--- src/design/rcsfd_pkg.sv ---
`default_nettype none

package rcsfd_pkg;

    localparam int unsigned NUM_CHANNELS = 12;
    localparam int unsigned FRAME_BYTES  = 16;

    localparam int unsigned OPCODE_W  = 2;
    localparam int unsigned BYTE_W    = 8;
    localparam int unsigned CHAN_ID_W = 4;
    localparam int unsigned HEADER_W  = 16;
    localparam int unsigned VALUE_W   = 11;
    localparam int unsigned IDLE_W    = 8;
    localparam int unsigned PHASE_W   = 2;

    // buffer address, and a position that can also hold the frame length itself
    localparam int unsigned ADDR_W = $clog2(FRAME_BYTES);
    localparam int unsigned POS_W  = $clog2(FRAME_BYTES + 1);
    // store index, at least one bit even for a single channel
    localparam int unsigned CH_W   = (NUM_CHANNELS > 1) ? $clog2(NUM_CHANNELS) : 1;

    localparam logic [OPCODE_W-1:0] OP_BYTE = 2'd0;
    localparam logic [OPCODE_W-1:0] OP_TICK = 2'd1;
    localparam logic [OPCODE_W-1:0] OP_READ = 2'd2;

    localparam logic [IDLE_W-1:0]  GAP_LIMIT_RESET = 8'd6;
    localparam logic [IDLE_W-1:0]  IDLE_MAX        = 8'hff;
    localparam logic [PHASE_W-1:0] PHASE_EVEN      = 2'd1;
    localparam logic [PHASE_W-1:0] PHASE_ODD       = 2'd2;
    localparam logic [PHASE_W-1:0] PHASE_BOTH      = 2'd3;

    // ids are compared one bit wider so that sixteen channels still fit
    localparam logic [CHAN_ID_W:0] CH_LIMIT = (CHAN_ID_W + 1)'(NUM_CHANNELS);

    typedef logic [VALUE_W-1:0] t_value;

endpackage

`default_nettype wire

--- src/design/rcsfd_in_if.sv ---
`default_nettype none

interface rcsfd_in_if;
    logic                               valid;
    logic                               ready;
    logic [rcsfd_pkg::OPCODE_W-1:0]     opcode;
    logic [rcsfd_pkg::BYTE_W-1:0]       data_byte;
    logic [rcsfd_pkg::CHAN_ID_W-1:0]    channel_index;

    modport source (output valid, output opcode, output data_byte, output channel_index,
                    input ready);
    modport sink   (input valid, input opcode, input data_byte, input channel_index,
                    output ready);
endinterface

`default_nettype wire

--- src/design/rcsfd_out_if.sv ---
`default_nettype none

interface rcsfd_out_if;
    logic                               valid;
    logic                               ready;
    logic                               frame_ready;
    logic [rcsfd_pkg::HEADER_W-1:0]     header_value;
    logic [rcsfd_pkg::VALUE_W-1:0]      read_value;

    modport source (output valid, output frame_ready, output header_value,
                    output read_value, input ready);
    modport sink   (input valid, input frame_ready, input header_value,
                    input read_value, output ready);
endinterface

`default_nettype wire

--- src/design/rcsfd_cfg_if.sv ---
`default_nettype none

interface rcsfd_cfg_if;
    logic                               valid;
    logic                               ready;
    logic [rcsfd_pkg::IDLE_W-1:0]       data;

    modport source (output valid, output data, input ready);
    modport sink   (input valid, input data, output ready);
endinterface

`default_nettype wire

--- src/design/rc_serial_frame_decoder_top.sv ---
`default_nettype none

// Serial frame decoder for a radio-receiver byte stream. Each input beat is a received
// byte, a millisecond tick or a channel read, and yields exactly one result beat carrying
// the frame-ready flag, the latest header word and the read value. Ticks, reads and bytes
// that do not finish a frame are handled directly and their result is registered. The byte
// that finishes a frame starts a decode sequencer that reads the frame buffer back one
// byte a cycle through a single read port and one id compare, and then waits for the
// output to be free before its result appears; no input is taken meanwhile. A result
// waiting on the output holds off the next input beat until it is taken; the two can
// pass in the same cycle. The gap limit register is written through its own channel,
// which is always ready.
module rc_serial_frame_decoder_top (
    input  wire             i_clk,
    input  wire             i_rst_n,
    rcsfd_cfg_if.sink       i_cfg,
    rcsfd_in_if.sink        i_item,
    rcsfd_out_if.source     o_result
);

    localparam logic [1:0] ST_IDLE   = 2'd0;
    localparam logic [1:0] ST_DECODE = 2'd1;
    localparam logic [1:0] ST_DONE   = 2'd2;

    localparam int unsigned POS_W  = rcsfd_pkg::POS_W;
    localparam int unsigned ADDR_W = rcsfd_pkg::ADDR_W;
    localparam int unsigned CH_W   = rcsfd_pkg::CH_W;
    localparam logic [POS_W-1:0] FRAME_LEN = POS_W'(rcsfd_pkg::FRAME_BYTES);

    logic [1:0]                         r_state;
    logic [rcsfd_pkg::IDLE_W-1:0]       r_gap_limit;
    logic [rcsfd_pkg::IDLE_W-1:0]       r_idle;
    logic [POS_W-1:0]                   r_pos;
    logic [POS_W-1:0]                   r_step;
    logic [rcsfd_pkg::PHASE_W-1:0]      r_phase;
    logic [rcsfd_pkg::HEADER_W-1:0]     r_header;
    logic [rcsfd_pkg::BYTE_W-1:0]       r_hi;
    logic [rcsfd_pkg::BYTE_W-1:0]       r_rd_data;
    logic [rcsfd_pkg::BYTE_W-1:0]       r_buf [rcsfd_pkg::FRAME_BYTES];
    rcsfd_pkg::t_value                  r_store [rcsfd_pkg::NUM_CHANNELS];

    logic                               r_out_valid;
    logic                               r_out_frame_ready;
    logic [rcsfd_pkg::HEADER_W-1:0]     r_out_header;
    rcsfd_pkg::t_value                  r_out_read;

    logic                               out_free;
    logic                               in_fire;
    logic                               byte_fire;
    logic [POS_W-1:0]                   pos_eff;
    logic [POS_W-1:0]                   n_pos;
    logic                               frame_end;
    logic [POS_W-1:0]                   data_idx;
    logic [rcsfd_pkg::CHAN_ID_W-1:0]    word_id;
    rcsfd_pkg::t_value                  read_val;

    assign i_cfg.ready  = 1'b1;
    assign out_free     = !r_out_valid || o_result.ready;
    assign i_item.ready = (r_state == ST_IDLE) && out_free;
    assign in_fire      = i_item.valid && i_item.ready;
    assign byte_fire    = in_fire && (i_item.opcode == rcsfd_pkg::OP_BYTE);

    // a long enough gap restarts the frame before this byte is stored
    assign pos_eff   = ((r_idle > r_gap_limit) || (r_pos >= FRAME_LEN)) ? '0 : r_pos;
    assign n_pos     = pos_eff + POS_W'(1);
    assign frame_end = (n_pos >= FRAME_LEN);

    // buffer byte that the registered read data belongs to
    assign data_idx = r_step - POS_W'(1);
    assign word_id  = r_hi[6:3];

    always_comb begin
        read_val = '0;
        if ((i_item.opcode == rcsfd_pkg::OP_READ) &&
            ({1'b0, i_item.channel_index} < rcsfd_pkg::CH_LIMIT)) begin
            read_val = r_store[i_item.channel_index[CH_W-1:0]];
        end
    end

    // frame buffer: written by byte beats, read back by the decode sequencer
    always_ff @(posedge i_clk) begin
        if (byte_fire) begin
            r_buf[pos_eff[ADDR_W-1:0]] <= i_item.data_byte;
        end
        r_rd_data <= r_buf[r_step[ADDR_W-1:0]];
    end

    always_ff @(posedge i_clk) begin
        if (!i_rst_n) begin
            r_gap_limit <= rcsfd_pkg::GAP_LIMIT_RESET;
        end else if (i_cfg.valid) begin
            r_gap_limit <= i_cfg.data;
        end
    end

    always_ff @(posedge i_clk) begin
        if (!i_rst_n) begin
            r_state     <= ST_IDLE;
            r_idle      <= '0;
            r_pos       <= '0;
            r_step      <= '0;
            r_phase     <= '0;
            r_header    <= '0;
            r_out_valid <= 1'b0;
            for (int i = 0; i < rcsfd_pkg::NUM_CHANNELS; i++) begin
                r_store[i] <= '0;
            end
        end else begin
            if (r_out_valid && o_result.ready && !in_fire) begin
                r_out_valid <= 1'b0;
            end
            case (r_state)
                ST_IDLE: begin
                    if (in_fire) begin
                        r_out_frame_ready <= 1'b0;
                        r_out_header      <= r_header;
                        r_out_read        <= read_val;
                        case (i_item.opcode)
                            rcsfd_pkg::OP_BYTE: begin
                                r_idle <= '0;
                                if (frame_end) begin
                                    r_pos       <= '0;
                                    r_step      <= '0;
                                    r_out_valid <= 1'b0;
                                    r_state     <= ST_DECODE;
                                end else begin
                                    r_pos       <= n_pos;
                                    r_out_valid <= 1'b1;
                                end
                            end
                            rcsfd_pkg::OP_TICK: begin
                                if (r_idle != rcsfd_pkg::IDLE_MAX) begin
                                    r_idle <= r_idle + 1'b1;
                                end
                                r_out_valid <= 1'b1;
                            end
                            rcsfd_pkg::OP_READ: begin
                                r_out_valid <= 1'b1;
                            end
                            default: begin
                                r_out_valid <= 1'b1;
                            end
                        endcase
                    end
                end
                ST_DECODE: begin
                    // one buffer byte per cycle through the shared id compare and store port
                    if (r_step != '0) begin
                        if (data_idx == POS_W'(0)) begin
                            r_header[15:8] <= r_rd_data;
                        end else if (data_idx == POS_W'(1)) begin
                            r_header[7:0] <= r_rd_data;
                        end else if (!data_idx[0]) begin
                            r_hi <= r_rd_data;
                            if (data_idx == POS_W'(2)) begin
                                if (!r_rd_data[7]) begin
                                    r_phase <= rcsfd_pkg::PHASE_EVEN;
                                end else begin
                                    r_phase <= r_phase | rcsfd_pkg::PHASE_ODD;
                                end
                            end
                        end else if ({1'b0, word_id} < rcsfd_pkg::CH_LIMIT) begin
                            r_store[word_id[CH_W-1:0]] <= {r_hi[2:0], r_rd_data};
                        end
                    end
                    r_step <= r_step + POS_W'(1);
                    if (r_step == FRAME_LEN) begin
                        r_state <= ST_DONE;
                    end
                end
                ST_DONE: begin
                    if (out_free) begin
                        r_out_frame_ready <= (r_phase == rcsfd_pkg::PHASE_BOTH);
                        r_out_header      <= r_header;
                        r_out_read        <= '0;
                        r_out_valid       <= 1'b1;
                        r_state           <= ST_IDLE;
                    end
                end
                default: begin
                    r_state <= ST_IDLE;
                end
            endcase
        end
    end

    assign o_result.valid        = r_out_valid;
    assign o_result.frame_ready  = r_out_frame_ready;
    assign o_result.header_value = r_out_header;
    assign o_result.read_value   = r_out_read;

endmodule

`default_nettype wire
--- src/flat_wrapper.sv ---
// flat-port wrapper written by rule: the top's interface ports become plain ports
module rc_serial_frame_decoder_top_flat 
  (i_clk, i_rst_n, i_cfg_valid, i_cfg_data, i_cfg_ready, i_item_valid, i_item_opcode, i_item_data_byte, i_item_channel_index, i_item_ready, o_result_valid, o_result_frame_ready, o_result_header_value, o_result_read_value, o_result_ready);
  rcsfd_cfg_if i_cfg_i ();
  rcsfd_in_if i_item_i ();
  rcsfd_out_if o_result_i ();
  input  wire i_clk;
  input  wire i_rst_n;
  input wire logic [$bits(i_cfg_i.valid)-1:0] i_cfg_valid;
  input wire logic [$bits(i_cfg_i.data)-1:0] i_cfg_data;
  output wire logic [$bits(i_cfg_i.ready)-1:0] i_cfg_ready;
  input wire logic [$bits(i_item_i.valid)-1:0] i_item_valid;
  input wire logic [$bits(i_item_i.opcode)-1:0] i_item_opcode;
  input wire logic [$bits(i_item_i.data_byte)-1:0] i_item_data_byte;
  input wire logic [$bits(i_item_i.channel_index)-1:0] i_item_channel_index;
  output wire logic [$bits(i_item_i.ready)-1:0] i_item_ready;
  output wire logic [$bits(o_result_i.valid)-1:0] o_result_valid;
  output wire logic [$bits(o_result_i.frame_ready)-1:0] o_result_frame_ready;
  output wire logic [$bits(o_result_i.header_value)-1:0] o_result_header_value;
  output wire logic [$bits(o_result_i.read_value)-1:0] o_result_read_value;
  input wire logic [$bits(o_result_i.ready)-1:0] o_result_ready;
  assign i_cfg_i.valid = i_cfg_valid;
  assign i_cfg_i.data = i_cfg_data;
  assign i_cfg_ready = i_cfg_i.ready;
  assign i_item_i.valid = i_item_valid;
  assign i_item_i.opcode = i_item_opcode;
  assign i_item_i.data_byte = i_item_data_byte;
  assign i_item_i.channel_index = i_item_channel_index;
  assign i_item_ready = i_item_i.ready;
  assign o_result_valid = o_result_i.valid;
  assign o_result_frame_ready = o_result_i.frame_ready;
  assign o_result_header_value = o_result_i.header_value;
  assign o_result_read_value = o_result_i.read_value;
  assign o_result_i.ready = o_result_ready;
  rc_serial_frame_decoder_top u_core (.i_clk(i_clk), .i_rst_n(i_rst_n), .i_cfg(i_cfg_i), .i_item(i_item_i), .o_result(o_result_i));
endmodule
--- config.mk ---
export PLATFORM = sky130hd
export DESIGN_NAME = rc_serial_frame_decoder_top_flat
export DESIGN_NICKNAME = d
export VERILOG_FILES = /design/src/design/rcsfd_pkg.sv /design/src/design/rcsfd_in_if.sv /design/src/design/rcsfd_out_if.sv /design/src/design/rcsfd_cfg_if.sv /design/src/design/rc_serial_frame_decoder_top.sv /design/src/flat_wrapper.sv
export SDC_FILE = /design/constraint.sdc
export NUM_CORES = 1
export LEC_CHECK = 0
export BUFFER_PORTS_ARGS = -buffer_cell sky130_fd_sc_hd__buf_4
export CAP_MARGIN = 20
export CORE_MARGIN = 2
export CORE_UTILIZATION = 55
export CTS_CLUSTER_SIZE = 24
export DETAILED_ROUTE_END_ITERATION = 10
export PLACE_DENSITY = 0.76
export SLEW_MARGIN = 20
export SYNTH_ARGS = -nofsm -noshare
export SYNTH_HDL_FRONTEND = slang
export SYNTH_SLANG_ARGS = --single-unit
--- constraint.sdc ---
create_clock -name i_clk -period 4.67 [get_ports i_clk]
set_clock_uncertainty 0.15 [all_clocks]
set_input_delay 0.2335 -clock i_clk [delete_from_list [all_inputs] [get_ports i_clk]]
set_output_delay 0.2335 -clock i_clk [all_outputs]
set_load 0.1 [all_outputs]
==> metrics.csv <==
stage,metric,value,unit
power,power,0.006573,W
critical_path,crit_fanout,16,
cts,clk_pin_slew,60,ps
die,die-area,28630,sq um
power,power_density,383.6,nW/um^2
outcome,status,"finished, final reports clean",
placement,hpwl,19480,microns
critical_path,path_class,flip-flop to flip-flop,
critical_path,crit_cells,6,
timing,final_hold_viol_count,0,
timing,worstMarginPinSlew,988.2,ps
power,p_leak,5.998,nW
detailed_routing,viasPerCell,5.803,
placement,buffer_ports.inserted,56,
critical_path,reg2reg_from,u_core.r_step[2]$_SDFFE_PN0P_,
die,die_w,169.2,microns
critical_path,slowest_stage,dfxtp_1,
cts,numCtsBuffers,36,
timing,drv_slew,0,
cts,clk_path_buf_depth,3,
die,core-area,26880,sq um
logic_synthesis,synth_flop_cell,edfxtp_1,
critical_path,crit_chain,"nor2_1, a311oi_1, o31ai_4, buf_8, nor4_4, nand2b_1",
logic_synthesis,ys_seq_area_frac,0.6635,
logic_synthesis,synth_cells,968,
logic_synthesis,synth_edf_count,295,
critical_path,startpoint,u_core.r_step[2]$_SDFFE_PN0P_,
logic_synthesis,async_reset_ff_frac,0,
layout,syn_to_final_growth,14.16,%
die,pin_count,58,
grt,antenna_found_initial,0,
power,irDropWorstVdd,0.4365,mV
logic_synthesis,ys_warn_count,0,
timing,rsz0062_at_grt,no,
cts,cts_max_level,2,
die,die_y,169.2,microns
layout,multi_input_area,4703,sq um
detailed_routing,drc,0,
critical_path,startpoint_type,flip-flop,
logic_synthesis,mappedNetlistNets,1013,
cts,cts_tree,yes,
cts,clk_latency,510,ps
grt,grt-ovfl-total,0,
placement,gp_congestion,0.7676,
timing,fin_tns_setup,0,ps
cts,cts_resized,0,
cts,cts-root-buf,clkbuf_16,
detailed_routing,wirelength,30320,microns
cts,clkSinkCount,350,
detailed_routing,via_count,8170,
grt,grt_pass1_vias,8325,
layout,seqCellArea,9961,sq um
die,rows,60,
detailed_routing,routedWlPerCell,21.54,microns
critical_path,critPathArrivalTime,3590,ps
timing,finalCriticalPeriod,3605,ps
die,start_util,0.5585,
logic_synthesis,syn_area,15010,sq um
critical_path,reg2reg_depth,6,
logic_synthesis,synth-seq-cells,350,
critical_path,ff2ff_setup_slack,1070,ps
timing,fin_crit_sh,0.7719,
grt,grt_max_degree,51,
layout,final_common_cell,edfxtp_1,
detailed_routing,drtIter0Drc,642,
detailed_routing,ant_nets,0,
detailed_routing,dr.pass1.iters,5,
logic_synthesis,syn_avg_cell_area,15.51,sq um
layout,final_util,0.6376,
critical_path,cp-end-kind,flip-flop,
critical_path,cp.buffers_inverters,1,
critical_path,cp.required,4650,ps
layout,drive_above_1_share,0.2137,
layout,final_cell_mix,"edfxtp_1 (295), and2_1 (127), mux4_2 (73)",
timing,max_freq,277.4,MHz
cts,post_cts_buffers,0,
layout,nFillCells,1846,
grt,grt_use_total,0.2172,
grt,grt_pass1_wl,47100,microns
layout,nNetsFinal,1086,
timing,setup_viol,0,
critical_path,r2r-end,u_core.r_store[9][8]$_SDFFCE_PN0P_,
critical_path,critPathMaxStageDelay,870,ps
worst_hold_path,hold_class,input pin to flip-flop,
timing,slew_headroom,0.3412,
critical_path,cp-endpoint,u_core.r_store[9][8]$_SDFFCE_PN0P_,
run,drv_cap,0,
logic_synthesis,synth_cell_type_count,54,
layout,antenna_cells,0,
critical_path,cp_top_family,simple AND/OR/NAND/NOR gates,
-- how the worst min path moves through the flow --
stage	startpoint	endpoint	slack, ps	depth (start not counted)
after floorplan	i_item_data_byte[0]	u_core.r_buf[0][0]$_DFFE_PP_	180	0
after global placement	u_core.r_header[10]$_SDFFE_PN0P_	u_core.o_result.header_value[10]$_DFFE_PP_	270	0
after detailed placement	u_core.r_header[4]$_SDFFE_PN0P_	u_core.o_result.header_value[4]$_DFFE_PP_	270	0
after CTS	i_item_opcode[0]	u_core.r_idle[0]$_SDFFE_PN0P_	40	4
after global routing	i_item_opcode[0]	u_core.r_idle[0]$_SDFFE_PN0P_	60	4
final	i_item_opcode[0]	u_core.r_idle[0]$_SDFFE_PN0P_	50	4
-- cell usage after synthesis (all sizes together), types with 2 or more instances --
cell type	count	area, sq um
buf	24	130.1
inv	23	86.33
and3	4	25.02
clkbuf	39	152.6
nor2	55	206.5
edfxtp	295	8859
o21ai	12	60.06
nand4b	2	17.52
nand2b	20	125.1
a21oi	24	120.1
o211ai	3	22.52
xor2	7	61.31
a211oi	2	15.01
and3b	3	26.28
nor2b	9	56.30
or3	4	25.02
nand4	12	75.07
nand3b	4	30.03
dfxtp	55	1101
mux2i	33	330.3
and2	127	794.5
a31oi	3	18.77
nor4	13	229.0
mux4	73	1644
o31ai	2	15.01
nor3b	3	22.52
ha	18	225.2
nor3	23	165.2
or2	3	18.77
nand3	6	30.03
nand2	51	191.4
-- cells by family (layout without fill, tap and decap cells) --
kind of cell             count (synthesis)  count (layout)  share of synthesized area
multiplexers                           106             106                     0.1315
XOR/XNOR                                 7               7                   0.004084
buffers and inverters                   87             186                    0.02484
AND/OR/NAND/NOR                        342             342                     0.1377
other                                    1               1                  0.0002498
AO/OA/AOI/OAI                           57              57                    0.02309
adder cells (fa/ha/maj)                 18              18                    0.01500
flip-flops                             350             350                     0.6635
-- worst register-to-register path: cells and delay by family (launching register included) --
family	cells	cell delay (ps)
AND/OR/NAND/NOR	3	1280
flip-flops	1	870
AO/OA/AOI/OAI	2	710
buffers and inverters	1	230
-- cell type report --
cell class              count  area share
flip-flops and latches    350      0.5813
multi-input cells         531      0.2745
repair buffers             98     0.04746
clock inverters            20    0.009930
clock buffers              44     0.05673
well taps                 341     0.02490
inverters                  24    0.005257
-- power by group --
group	leakage [nW]	internal, W	switching, W
combinational	2.13	0.000113	0.000215
sequential	3.30	0.00344	0.0000302
clock	0.567	0.00164	0.00113
-- per-layer routing --
metal | share of wire | track usage | vias up
li1 | - | - | 3769
met1 | 0.41 | 0.2867 | 4125
met2 | 0.53 | 0.3881 | 227
met3 | 0.047 | 0.02845 | 49
met4 | 0.018 | 0.04831 | 0
met5 | 0 | 0 | -
-- what timing repair did --
item	CTS	global route
hold endpoints to repair	138	0
hold buffers	28	0
setup endpoints to repair	0	0
-- metrics by stage --
stage	cells	area (sq um)	setup slack [ps]	hold WS [ps]
2_1_floorplan	968	15010	321.2	182.4
3_3_place_gp	1315	15700	1124	271.3
3_5_place_dp	1315	15700	1045	267.8
4_1_cts	1407	17120	1031	38.90
5_1_grt	1408	17140	768.0	64.19
6_report	1408	17140	1065	51.66
-- state kept, by name, summed over array words and instances (netlist names), 2 cells and up --
signal,count
u_core.r_idle,8
u_core.r_rd_data,8
u_core.r_buf,128
u_core.r_step,5
u_core.r_gap_limit,8
u_core.r_pos,5
u_core.o_result.read_value,11
u_core.o_result.header_value,16
u_core.r_hi,7
u_core.r_state,2
u_core.r_header,16
u_core.r_store,132
u_core.r_phase,2
No activity file was read; power rests on OpenSTA's default activity.
